$ cat src/sv/xs64_pkg.sv
// Shared types, constants and controller codes for the xorshift64* random source.
package xs64_pkg;

  // Generator constants
  localparam logic [63:0] SEED_RESET = 64'd88172645463325252;
  localparam logic [63:0] DRAW_MULT  = 64'h2545_f491_4f6c_dd1d;
  localparam int unsigned SHIFT_A    = 12;
  localparam int unsigned SHIFT_B    = 25;
  localparam int unsigned SHIFT_C    = 27;
  localparam logic [7:0]  BYTE_MASK  = 8'hff;

  // Sequencing
  localparam int unsigned MUL_STEPS = 3;
  localparam int unsigned DIV_STEPS = 64;
  localparam int unsigned CNT_W     = $clog2(DIV_STEPS);

  // Request codes (code 3 is unused)
  typedef enum logic [1:0] {
    REQ_RAW     = 2'd0,
    REQ_BOOL    = 2'd1,
    REQ_UNIFORM = 2'd2
  } req_kind_t;

  // Transaction payloads
  typedef struct packed {
    logic [1:0]  req_type;
    logic [7:0]  probability_per_byte;
    logic [63:0] bound;
  } req_t;

  typedef struct packed {
    logic [63:0] value;
    logic        error;
  } rsp_t;

  // Controller states
  typedef enum logic [2:0] {
    ST_IDLE,
    ST_ADVANCE,
    ST_MUL,
    ST_DIV,
    ST_DONE
  } state_t;

  // Controller to datapath
  typedef struct packed {
    logic       load_req;
    logic       advance;
    logic       mul_en;
    logic [1:0] mul_sel;
    logic       div_en;
    logic       div_first;
    logic       out_load;
  } cmd_t;

  // Datapath to controller
  typedef struct packed {
    logic [1:0] req_type;
    logic       bound_zero;
    logic       out_free;
  } status_t;

endpackage

$ cat src/sv/xs64_ctrl.sv
// Controller state machine sequencing advance, multiply, reduction and output load.
module xs64_ctrl (
  input  logic              clk,
  input  logic              rst,
  input  logic              in_valid,
  output logic              in_stall,
  input  xs64_pkg::status_t status,
  output xs64_pkg::cmd_t    cmd
);
  import xs64_pkg::*;

  state_t           state, state_next;
  logic [CNT_W-1:0] cnt;
  logic             mul_last, div_last;

  assign mul_last = (cnt == CNT_W'(MUL_STEPS - 1));
  assign div_last = (cnt == CNT_W'(DIV_STEPS - 1));

  // State and step counter
  always_ff @(posedge clk) begin
    if (rst) begin
      state <= ST_IDLE;
      cnt   <= '0;
    end else begin
      state <= state_next;
      if (state_next != state) begin
        cnt <= '0;
      end else if (state == ST_MUL || state == ST_DIV) begin
        cnt <= cnt + 1'b1;
      end
    end
  end

  // Next state
  always_comb begin
    state_next = state;
    unique case (state)
      ST_IDLE: begin
        if (in_valid) state_next = ST_ADVANCE;
      end
      ST_ADVANCE: begin
        if (status.req_type == REQ_RAW || status.req_type == REQ_BOOL ||
            status.req_type == REQ_UNIFORM) begin
          state_next = ST_MUL;
        end else begin
          state_next = ST_DONE;
        end
      end
      ST_MUL: begin
        if (mul_last) begin
          if (status.req_type == REQ_UNIFORM && !status.bound_zero) begin
            state_next = ST_DIV;
          end else begin
            state_next = ST_DONE;
          end
        end
      end
      ST_DIV: begin
        if (div_last) state_next = ST_DONE;
      end
      ST_DONE: begin
        if (status.out_free) state_next = ST_IDLE;
      end
      default: state_next = ST_IDLE;
    endcase
  end

  // Outputs
  always_comb begin
    cmd      = '0;
    in_stall = 1'b1;
    unique case (state)
      ST_IDLE: begin
        in_stall     = 1'b0;
        cmd.load_req = in_valid;
      end
      ST_ADVANCE: begin
        cmd.advance = (status.req_type == REQ_RAW || status.req_type == REQ_BOOL ||
                       status.req_type == REQ_UNIFORM);
      end
      ST_MUL: begin
        cmd.mul_en  = 1'b1;
        cmd.mul_sel = cnt[1:0];
      end
      ST_DIV: begin
        cmd.div_en    = 1'b1;
        cmd.div_first = (cnt == '0);
      end
      ST_DONE: begin
        cmd.out_load = status.out_free;
      end
      default: ;
    endcase
  end

endmodule

$ cat src/sv/xs64_dpath.sv
// Datapath: generator state, shared 32x32 multiplier, restoring remainder unit, output register.
module xs64_dpath (
  input  logic              clk,
  input  logic              rst,
  input  xs64_pkg::req_t    in_data,
  input  logic              cfg_wr_en,
  input  logic [63:0]       cfg_wr_data,
  input  xs64_pkg::cmd_t    cmd,
  output xs64_pkg::status_t status,
  output logic              out_valid,
  input  logic              out_stall,
  output xs64_pkg::rsp_t    out_data
);
  import xs64_pkg::*;

  req_t        req;
  logic [63:0] gen_state;
  logic [63:0] acc;
  logic [63:0] rem;
  logic [63:0] dvd;

  logic [63:0] xs_a, xs_b, xs_next;
  logic [31:0] mul_a, mul_b;
  logic [63:0] prod;
  logic [63:0] div_src, div_rem_in;
  logic [64:0] trial;
  logic [64:0] trial_sub;
  rsp_t        rsp_next;

  // Xorshift step
  always_comb begin
    xs_a    = gen_state ^ (gen_state >> SHIFT_A);
    xs_b    = xs_a ^ (xs_a << SHIFT_B);
    xs_next = xs_b ^ (xs_b >> SHIFT_C);
  end

  // Partial product select: lo*lo, lo*hi, hi*lo (the hi*hi term falls off the top)
  always_comb begin
    unique case (cmd.mul_sel)
      2'd0:    begin mul_a = gen_state[31:0];  mul_b = DRAW_MULT[31:0];  end
      2'd1:    begin mul_a = gen_state[31:0];  mul_b = DRAW_MULT[63:32]; end
      default: begin mul_a = gen_state[63:32]; mul_b = DRAW_MULT[31:0];  end
    endcase
    prod = {32'd0, mul_a} * {32'd0, mul_b};
  end

  // One restoring step: shift in the next dividend bit, subtract if it fits
  always_comb begin
    div_src    = cmd.div_first ? acc : dvd;
    div_rem_in = cmd.div_first ? 64'd0 : rem;
    trial      = {div_rem_in, div_src[63]};
    trial_sub  = trial - {1'b0, req.bound};
  end

  // Result select
  always_comb begin
    rsp_next = '0;
    unique case (req.req_type)
      REQ_RAW:  rsp_next.value = acc;
      REQ_BOOL: rsp_next.value = {63'd0, ((acc[7:0] & BYTE_MASK) < req.probability_per_byte)};
      REQ_UNIFORM: begin
        if (req.bound == '0) begin
          rsp_next.error = 1'b1;
        end else begin
          rsp_next.value = rem;
        end
      end
      default: rsp_next = '0;
    endcase
  end

  // Generator state: reset value, seed write or advance
  always_ff @(posedge clk) begin
    if (rst) begin
      gen_state <= SEED_RESET;
    end else if (cfg_wr_en) begin
      gen_state <= cfg_wr_data;
    end else if (cmd.advance) begin
      gen_state <= xs_next;
    end
  end

  // Request capture, multiply accumulate and remainder registers
  always_ff @(posedge clk) begin
    if (cmd.load_req) req <= in_data;
    if (cmd.mul_en) begin
      if (cmd.mul_sel == 2'd0) begin
        acc <= prod;
      end else begin
        acc <= acc + {prod[31:0], 32'd0};
      end
    end
    if (cmd.div_en) begin
      dvd <= {div_src[62:0], 1'b0};
      rem <= trial_sub[64] ? trial[63:0] : trial_sub[63:0];
    end
  end

  // Output register
  always_ff @(posedge clk) begin
    if (rst) begin
      out_valid <= 1'b0;
    end else if (cmd.out_load) begin
      out_valid <= 1'b1;
    end else if (!out_stall) begin
      out_valid <= 1'b0;
    end
  end

  always_ff @(posedge clk) begin
    if (cmd.out_load) out_data <= rsp_next;
  end

  assign status.req_type   = req.req_type;
  assign status.bound_zero = (req.bound == '0);
  assign status.out_free   = !out_valid || !out_stall;

endmodule

$ cat src/sv/xorshift64star_random_source.sv
// xorshift64* random source: 64-bit generator with raw, biased-bool and uniform requests.
//
// Request channel in_valid / in_stall / in_data carries req_type, probability_per_byte and
// bound; a transaction is taken when in_valid is high and in_stall low. Result channel
// out_valid / out_stall / out_data carries value and error, one result per request.
// cfg_wr_en with cfg_wr_data reloads the generator state (the seed); the user must
// write it only while idle; the block does not enforce this. Each request runs: accept,
// xorshift advance, 64x64 multiply as three 32x32 partial products on one shared
// multiplier, then for uniform requests with a nonzero bound a restoring remainder,
// one bit per cycle, and an output load; an unused request code returns a zero result.
// One request is in flight at a time; the remainder loop sets the uniform rate.
// The result sits in an output register, so the next request is accepted while a result
// waits. If the receiver stalls, a finished request waits in its final step until the
// register frees and the block takes nothing new meanwhile.
// Synchronous reset loads the state with the default seed and empties the output.
module xorshift64star_random_source (
  input  logic             clk,
  input  logic             rst,
  input  logic             in_valid,
  output logic             in_stall,
  input  xs64_pkg::req_t   in_data,
  output logic             out_valid,
  input  logic             out_stall,
  output xs64_pkg::rsp_t   out_data,
  input  logic             cfg_wr_en,
  input  logic [63:0]      cfg_wr_data
);
  import xs64_pkg::*;

  cmd_t    cmd;
  status_t status;

  xs64_ctrl u_ctrl (
    .clk      (clk),
    .rst      (rst),
    .in_valid (in_valid),
    .in_stall (in_stall),
    .status   (status),
    .cmd      (cmd)
  );

  xs64_dpath u_dpath (
    .clk         (clk),
    .rst         (rst),
    .in_data     (in_data),
    .cfg_wr_en   (cfg_wr_en),
    .cfg_wr_data (cfg_wr_data),
    .cmd         (cmd),
    .status      (status),
    .out_valid   (out_valid),
    .out_stall   (out_stall),
    .out_data    (out_data)
  );

`ifndef SYNTHESIS
  // An accepted transaction makes the block busy on the next cycle
  a_busy_after_accept: assert property (@(posedge clk) disable iff (rst)
    (in_valid && !in_stall) |=> in_stall)
    else $error("request accepted but block not busy");

  // The output register is only loaded when its slot is free
  a_load_free: assert property (@(posedge clk) disable iff (rst)
    cmd.out_load |-> (!out_valid || !out_stall))
    else $error("result overwritten while stalled");

  // An error result always carries a zero value
  a_error_zero: assert property (@(posedge clk) disable iff (rst)
    (out_valid && out_data.error) |-> (out_data.value == 64'd0))
    else $error("error result with nonzero value");
`endif

endmodule
$ cat config.mk
export PLATFORM = sky130hd
export DESIGN_NAME = xorshift64star_random_source
export DESIGN_NICKNAME = d
export VERILOG_FILES = /design/src/sv/xs64_pkg.sv /design/src/sv/xs64_ctrl.sv /design/src/sv/xs64_dpath.sv /design/src/sv/xorshift64star_random_source.sv
export SDC_FILE = /design/constraint.sdc
export NUM_CORES = 2
export LEC_CHECK = 0
export BUFFER_PORTS_ARGS = -buffer_cell sky130_fd_sc_hd__buf_2
export CAP_MARGIN = 20
export CORE_AREA = 2 2 385 292
export DETAILED_ROUTE_END_ITERATION = 10
export DIE_AREA = 0 0 387 294
export GPL_TIMING_DRIVEN = 1
export MAX_ROUTING_LAYER = met4
export PLACE_DENSITY = 0.57
export SYNTH_ARGS = -nofsm -noshare
export SYNTH_HDL_FRONTEND = slang
export SYNTH_SLANG_ARGS = --single-unit
$ cat constraint.sdc
create_clock -name clk -period 11.7 [get_ports clk]
set_input_delay 1.17 -clock clk [delete_from_list [all_inputs] [get_ports clk]]
set_output_delay 1.17 -clock clk [all_outputs]
set_load 0.05 [all_outputs]
=== Word-level counts from Yosys, hierarchy flattened ===
Index checks and enable logic that the tools add are counted.

* Bits of input ports: 143
* Register bits: 404
* Logic and storage cells: 74

* Eq/ne operators: 11
* Add/sub/neg operators: 3
* Multipliers: 1
* Reduce and logical (&&, ||, !) cells: 16
* Bitwise operators: 3
* Order comparisons: 1
* Mux-type cells: 26

{| class="wikitable"
|+ Operators with widths
! kind !! number
|-
| two-way mux 64 bit || 7
|-
| one-hot mux 64 bit (3 select lines) || 1
|-
| subtractor 65 x 64 -> 65 bit || 1
|-
| adder 64 bit || 1
|-
| zero test 64 bit || 1
|-
| bitwise XOR 64 x 37 -> 64 bit || 1
|-
| bitwise XOR 64 x 52 -> 64 bit || 1
|-
| bitwise XOR 64 bit || 1
|-
| multiplier 32 x 31 -> 63 bit || 1
|-
| two-way mux 32 bit || 1
|-
| two-way mux 31 bit || 1
|-
| two-way mux 3 bit || 7
|-
| one-hot mux 3 bit (5 select lines) || 1
|-
| < comparator 8 bit || 1
|-
| two-way mux 1 bit || 7
|-
| adder 6 x 1 -> 6 bit, second input constant || 1
|-
| == test 3 x 2 -> 1 bit, second input constant || 2
|-
| == test 6 x 2 -> 1 bit, second input constant || 1
|-
| == test 6 bit, second input constant || 1
|-
| zero test 6 bit || 1
|-
| == test 2 x 1 -> 1 bit, second input constant || 2
|-
| zero test 2 bit || 2
|-
| logical OR 1 bit || 4
|-
| OR reduction 2 bit || 2
|-
| 10 further kinds || 12
|}

=== Logic depth before layout (Yosys ltp) ===
* Word-level depth: 8
* Gate-level depth with buffers: 41

=== Modules after synthesis ===
Synthesis repeated with hierarchy kept, for this count alone.

* Cells, all modules: 4607
* Area, all modules: 47232.8 um^2

{| class="wikitable"
|+ By module, submodules not included
! module !! area each (um^2) !! instances !! cells each
|-
| xs64_dpath || 46530.9 || 1 || 4528
|-
| xs64_ctrl || 701.9 || 1 || 79
|}

=== Least setup slack after synthesis ===
No wires, ideal clock.

* Path type: register to register
* Start: reg u_ctrl.state[1]
* End: reg u_dpath.acc[56], data pin
* Buffers on the path: 3
* Path slack: 1819 ps
* Cell stages (with the launch flop): 41
* Period minus slack after synthesis: 9881 ps
* Data arrival time: 9616 ps
* Setup time: 265 ps
* Path through: dfxtp_1 > nor2b_1 > clkbuf_1 > nand2_1 > nor2_1 > clkbuf_1 > mux2i_1 > inv_1 > nand2_1 > inv_1 > nor2_1 > inv_1 > fa_1 > fa_1 > inv_1 > fa_1 > inv_1 > fa_1 > [... 5 more ...] > a21o_1 > or3_1 > nor3_2 > o21ai_0 > nand2_1 > nand2_1 > xor2_1 > ha_1 > nand2_1 > nor2_1 > a41o_1 > a311oi_1 > nor2b_1 > o21ai_0 > nand2b_1 > xnor2_1 > nor2_1 > or3_1

* Word-level cells in the longest chain between the ends: 8
* Elaborated cells on any way between the ends: 10

{| class="wikitable"
|+ Ends and longest elaborated chain
! element !! line !! text
|-
| start, declared || xs64_ctrl.sv:12 || <nowiki>state_t state, state_next;</nowiki>
|-
| start signal, assigned || xs64_ctrl.sv:25 || <nowiki>state <= state_next;</nowiki>
|-
| == test 3 x 2 -> 1 bit * || xs64_ctrl.sv:72 || <nowiki>unique case (state)</nowiki>
|-
| two-way mux 3 bit * || xs64_ctrl.sv:72 ||
|-
| == test 2 x 1 -> 1 bit or zero test 2 bit (tied branches) || xs64_dpath.sv:39, xs64_dpath.sv:87 ||
|-
| OR reduction 2 bit (no source line) || - ||
|-
| two-way mux 32 bit || xs64_dpath.sv:39 || <nowiki>unique case (cmd.mul_sel)</nowiki>
|-
| multiplier 32 x 31 -> 63 bit || xs64_dpath.sv:44 || <nowiki>prod = {32'd0, mul_a} * {32'd0, mul_b};</nowiki>
|-
| adder 64 bit || xs64_dpath.sv:90 || <nowiki>acc <= acc + {prod[31:0], 32'd0};</nowiki>
|-
| two-way mux 64 bit * || xs64_dpath.sv:87 || <nowiki>if (cmd.mul_sel == 2'd0) begin</nowiki>
|-
| end signal, assigned || xs64_dpath.sv:88 || <nowiki>acc <= prod;</nowiki>
|-
| end signal, assigned || xs64_dpath.sv:90 ||
|-
| end, declared || xs64_dpath.sv:18 || <nowiki>logic [63:0] acc;</nowiki>
|}

Every way passes the cells marked *; elsewhere a longest branch is shown, timed or not.
A chain may end at the register's enable or synchronous reset.

=== Worst setup path in the final report ===
Ends and elaborated chain as after synthesis.

==> results.yml <==
cts:
  clock_latency_ns: 0.63
  hold_buffers: 0
  htreeDepth: 2
  cts.sinks: 404
  root_buffer: "clkbuf_16"
  path_clk_slew_ns: 0.06
  cts_tree: "built"
  post_cts_buffers: 0
  cts_inserted_buffers: 47
  clk_path_buf_depth: 3
floorplan:
  die-area_sq_um: 113800
  die_h_microns: 294
  die_w_microns: 387
  coreArea_sq_um: 110200
  num_rows: 106
  initial_core_util: 0.4264
  ios: 210
setup_path:
  cpLargestDelayFamily: "adder cells"
  startpoint_type: "flop"
  cp.arrival_ns: 11.32
  critPathSlowestCell: "mux2i_2"
  reg2reg_depth: 29
  cp-end-kind: "flop"
  crit_path_max_incr_delay_ns: 0.66
  path_common_cell: "fa_1"
  crit_path_max_fanout: 15
  worst_ep_required_time_ns: 12.06
  critPathKind: "flop to flop"
  r2r_end: "u_dpath.acc[56]"
  r2r_slack_ns: 0.74
  timing.rr.start: "u_ctrl.state[1]"
  cp_num_buf_inv: 5
timing:
  maxSlewViolCount: 0
  hold_viol_final: 0
  rsz0062_at_grt: "false"
  setup_viol: 0
  max_freq_mhz: 91.24
  fin_crit_ns: 10.96
  finalSetupTns_ns: 0
  period_share: 0.9368
  slew_headroom: 0.1597
  skew_ns: 0.04630
  tightest_slew_ns: 1.247
route:
  wl_microns: 142200
  first_iter_violations: 2723
  drc: 0
  ant_nets: 0
  avgRoutedWirePerCell_microns: 22.61
  viasPerCell: 5.310
  drtPass1Iterations: 6
  vias: 33380
placed_design:
  gp_congestion: 1.016
  place_hpwl_microns: 119300
  port_buffers: 209
synth:
  seq_area_frac_synth: 0.2424
  syn_area_sq_um: 46990
  async_flop_share: 0
  synth_area_per_cell_sq_um: 10.31
  ys_ff_latch: 404
  synth_cell_types: 77
  yosysWarnings: 0
  synthFlopType: "edfxtp_1"
  synth_cells: 4556
  synth_edf_count: 330
global_route:
  groute.usage.overall: 0.2604
  antenna_found_initial: 4
  grt_pass1_vias: 33740
  grt_pass1_wl_microns: 215200
  grt_max_degree: 73
  globalRouteOverflowTotal: 0
cells_and_area:
  fillers: 10430
  final_common_cell: "inv_1"
  syn2layout_area_growth_pct: 10.23
  drive_above_1_share: 0.1112
  final_util: 0.4700
  final_cell_mix: "851 x inv_1, 604 x fa_1, 505 x ha_1, 330 x edfxtp_1, 257 x a21oi_1"
  fin_nets: 6042
hold_path:
  min-delay-start: "u_dpath.dvd[28]"
  hold_path_depth: 1
  hold_path_end: "u_dpath.dvd[29]"
  holdCritPathClass: "flop to flop"
outcome:
  status: "finished clean"
job:
  drv_cap: 0
synthesized netlist by cell type (9+ instances only):
cell,instances,area (sq um)
inv_1,851,3194
fa_1,604,12090
ha_1,505,6319
edfxtp_1,330,9910
a21oi_1,259,1296
nand2_1,215,807.0
xnor2_1,205,1795
nor2_1,204,765.7
clkbuf_1,141,529.3
o21ai_0,138,690.7
mux2_2,118,1329
and2_1,107,669.4
xor2_1,105,919.6
a21o_1,84,630.6
dfxtp_1,74,1481
a22o_1,65,569.3
mux2i_1,60,600.6
or3_1,43,269.0
nand4_1,42,262.8
nand2b_1,38,237.7
a31oi_1,33,206.5
nor3_1,27,135.1
nand3_1,26,130.1
o21bai_1,26,195.2
and3_1,22,137.6
nor4_1,22,137.6
o21a_1,18,135.1
nor2b_1,13,81.33
a211o_1,12,105.1
buf_1,12,45.04
a211oi_1,10,75.07
o211ai_1,10,75.07
a221oi_1,9,78.83
buf_2,9,45.04
o31ai_1,9,67.56
routing by layer:
metal / track usage / share of wire
met1: 0.3819 / 0.48
met2: 0.3532 / 0.41
met3: 0.08105 / 0.10
met4: 0.04381 / 0.017
met5: - / 0
through the flow:
| stage | worst slack [ns] | instances | hold slack (ns) | area, sq um |
|---|---|---|---|---|
| after floorplan | 1.819 | 4611 | 0.5026 | 47200 |
| after global placement | 0.3847 | 6191 | 0.5180 | 50100 |
| final | 0.7397 | 6287 | 0.5205 | 51800 |
| after global routing | 0.1130 | 6287 | 0.5420 | 51800 |
| after CTS | 0.3854 | 6281 | 0.5072 | 51740 |
| after detailed placement | 0.4515 | 6194 | 0.5130 | 50140 |
logic make-up (layout without fill, tap and decap cells):
kind of cell	after synthesis	count (layout)	share of synthesized area
adder cells (fa/ha/maj)	1109	1109	0.3918
buffers and inverters	1014	1231	0.08139
AND/OR/NAND/NOR	785	785	0.08177
AO/OA/AOI/OAI	754	754	0.1037
flip-flops	404	404	0.2424
XOR/XNOR	310	310	0.05778
multiplexers	178	178	0.04106
other	2	58	0.0001598
final cells by class:
type                       instances  area (sq um)  area share
sequential                       404         11390      0.2199
tap                             1458          1824     0.03522
inverter                         851          3194     0.06166
clock buffer                      56          1272     0.02456
multi-input combinational       3193         32090      0.6195
clock inverter                    31         329.1    0.006352
antenna                            1         2.502  0.00004831
timing repair buffer             293          1698     0.03278
state kept, by name (all words and copies together) (netlist names):
| name | count |
|---|---|
| u_dpath.req | 72 |
| u_dpath.out_data | 65 |
| u_dpath.acc | 64 |
| u_dpath.gen_state | 64 |
| u_dpath.rem | 64 |
| u_dpath.dvd | 63 |
| u_ctrl.cnt | 6 |
| u_ctrl.state | 3 |
| u_dpath.status | 2 |
| u_dpath.out_valid | 1 |
what timing repair did:
item / in CTS / in global routing
setup endpoints to repair: 0 / 5
hold endpoints to repair: 0 / 0
resized for setup: 0 / 6
worst max-delay path by stage:
stage	endpoint	from	slack, ns	cells after the start
2_1_floorplan	u_dpath.acc[56]	u_ctrl.state[1]	1.82	40
3_5_place_dp	u_dpath.acc[61]	u_ctrl.state[1]	0.45	31
5_1_grt	u_dpath.acc[57]	u_ctrl.state[1]	0.11	36
6_report	u_dpath.acc[56]	u_ctrl.state[1]	0.74	29
4_1_cts	u_dpath.acc[61]	u_ctrl.state[1]	0.39	31
3_3_place_gp	u_dpath.acc[61]	u_ctrl.state[1]	0.38	31
Power is left out: the tool's default activity adds up to more than one toggle a clock period on the data nets, which glitch-free logic cannot reach.
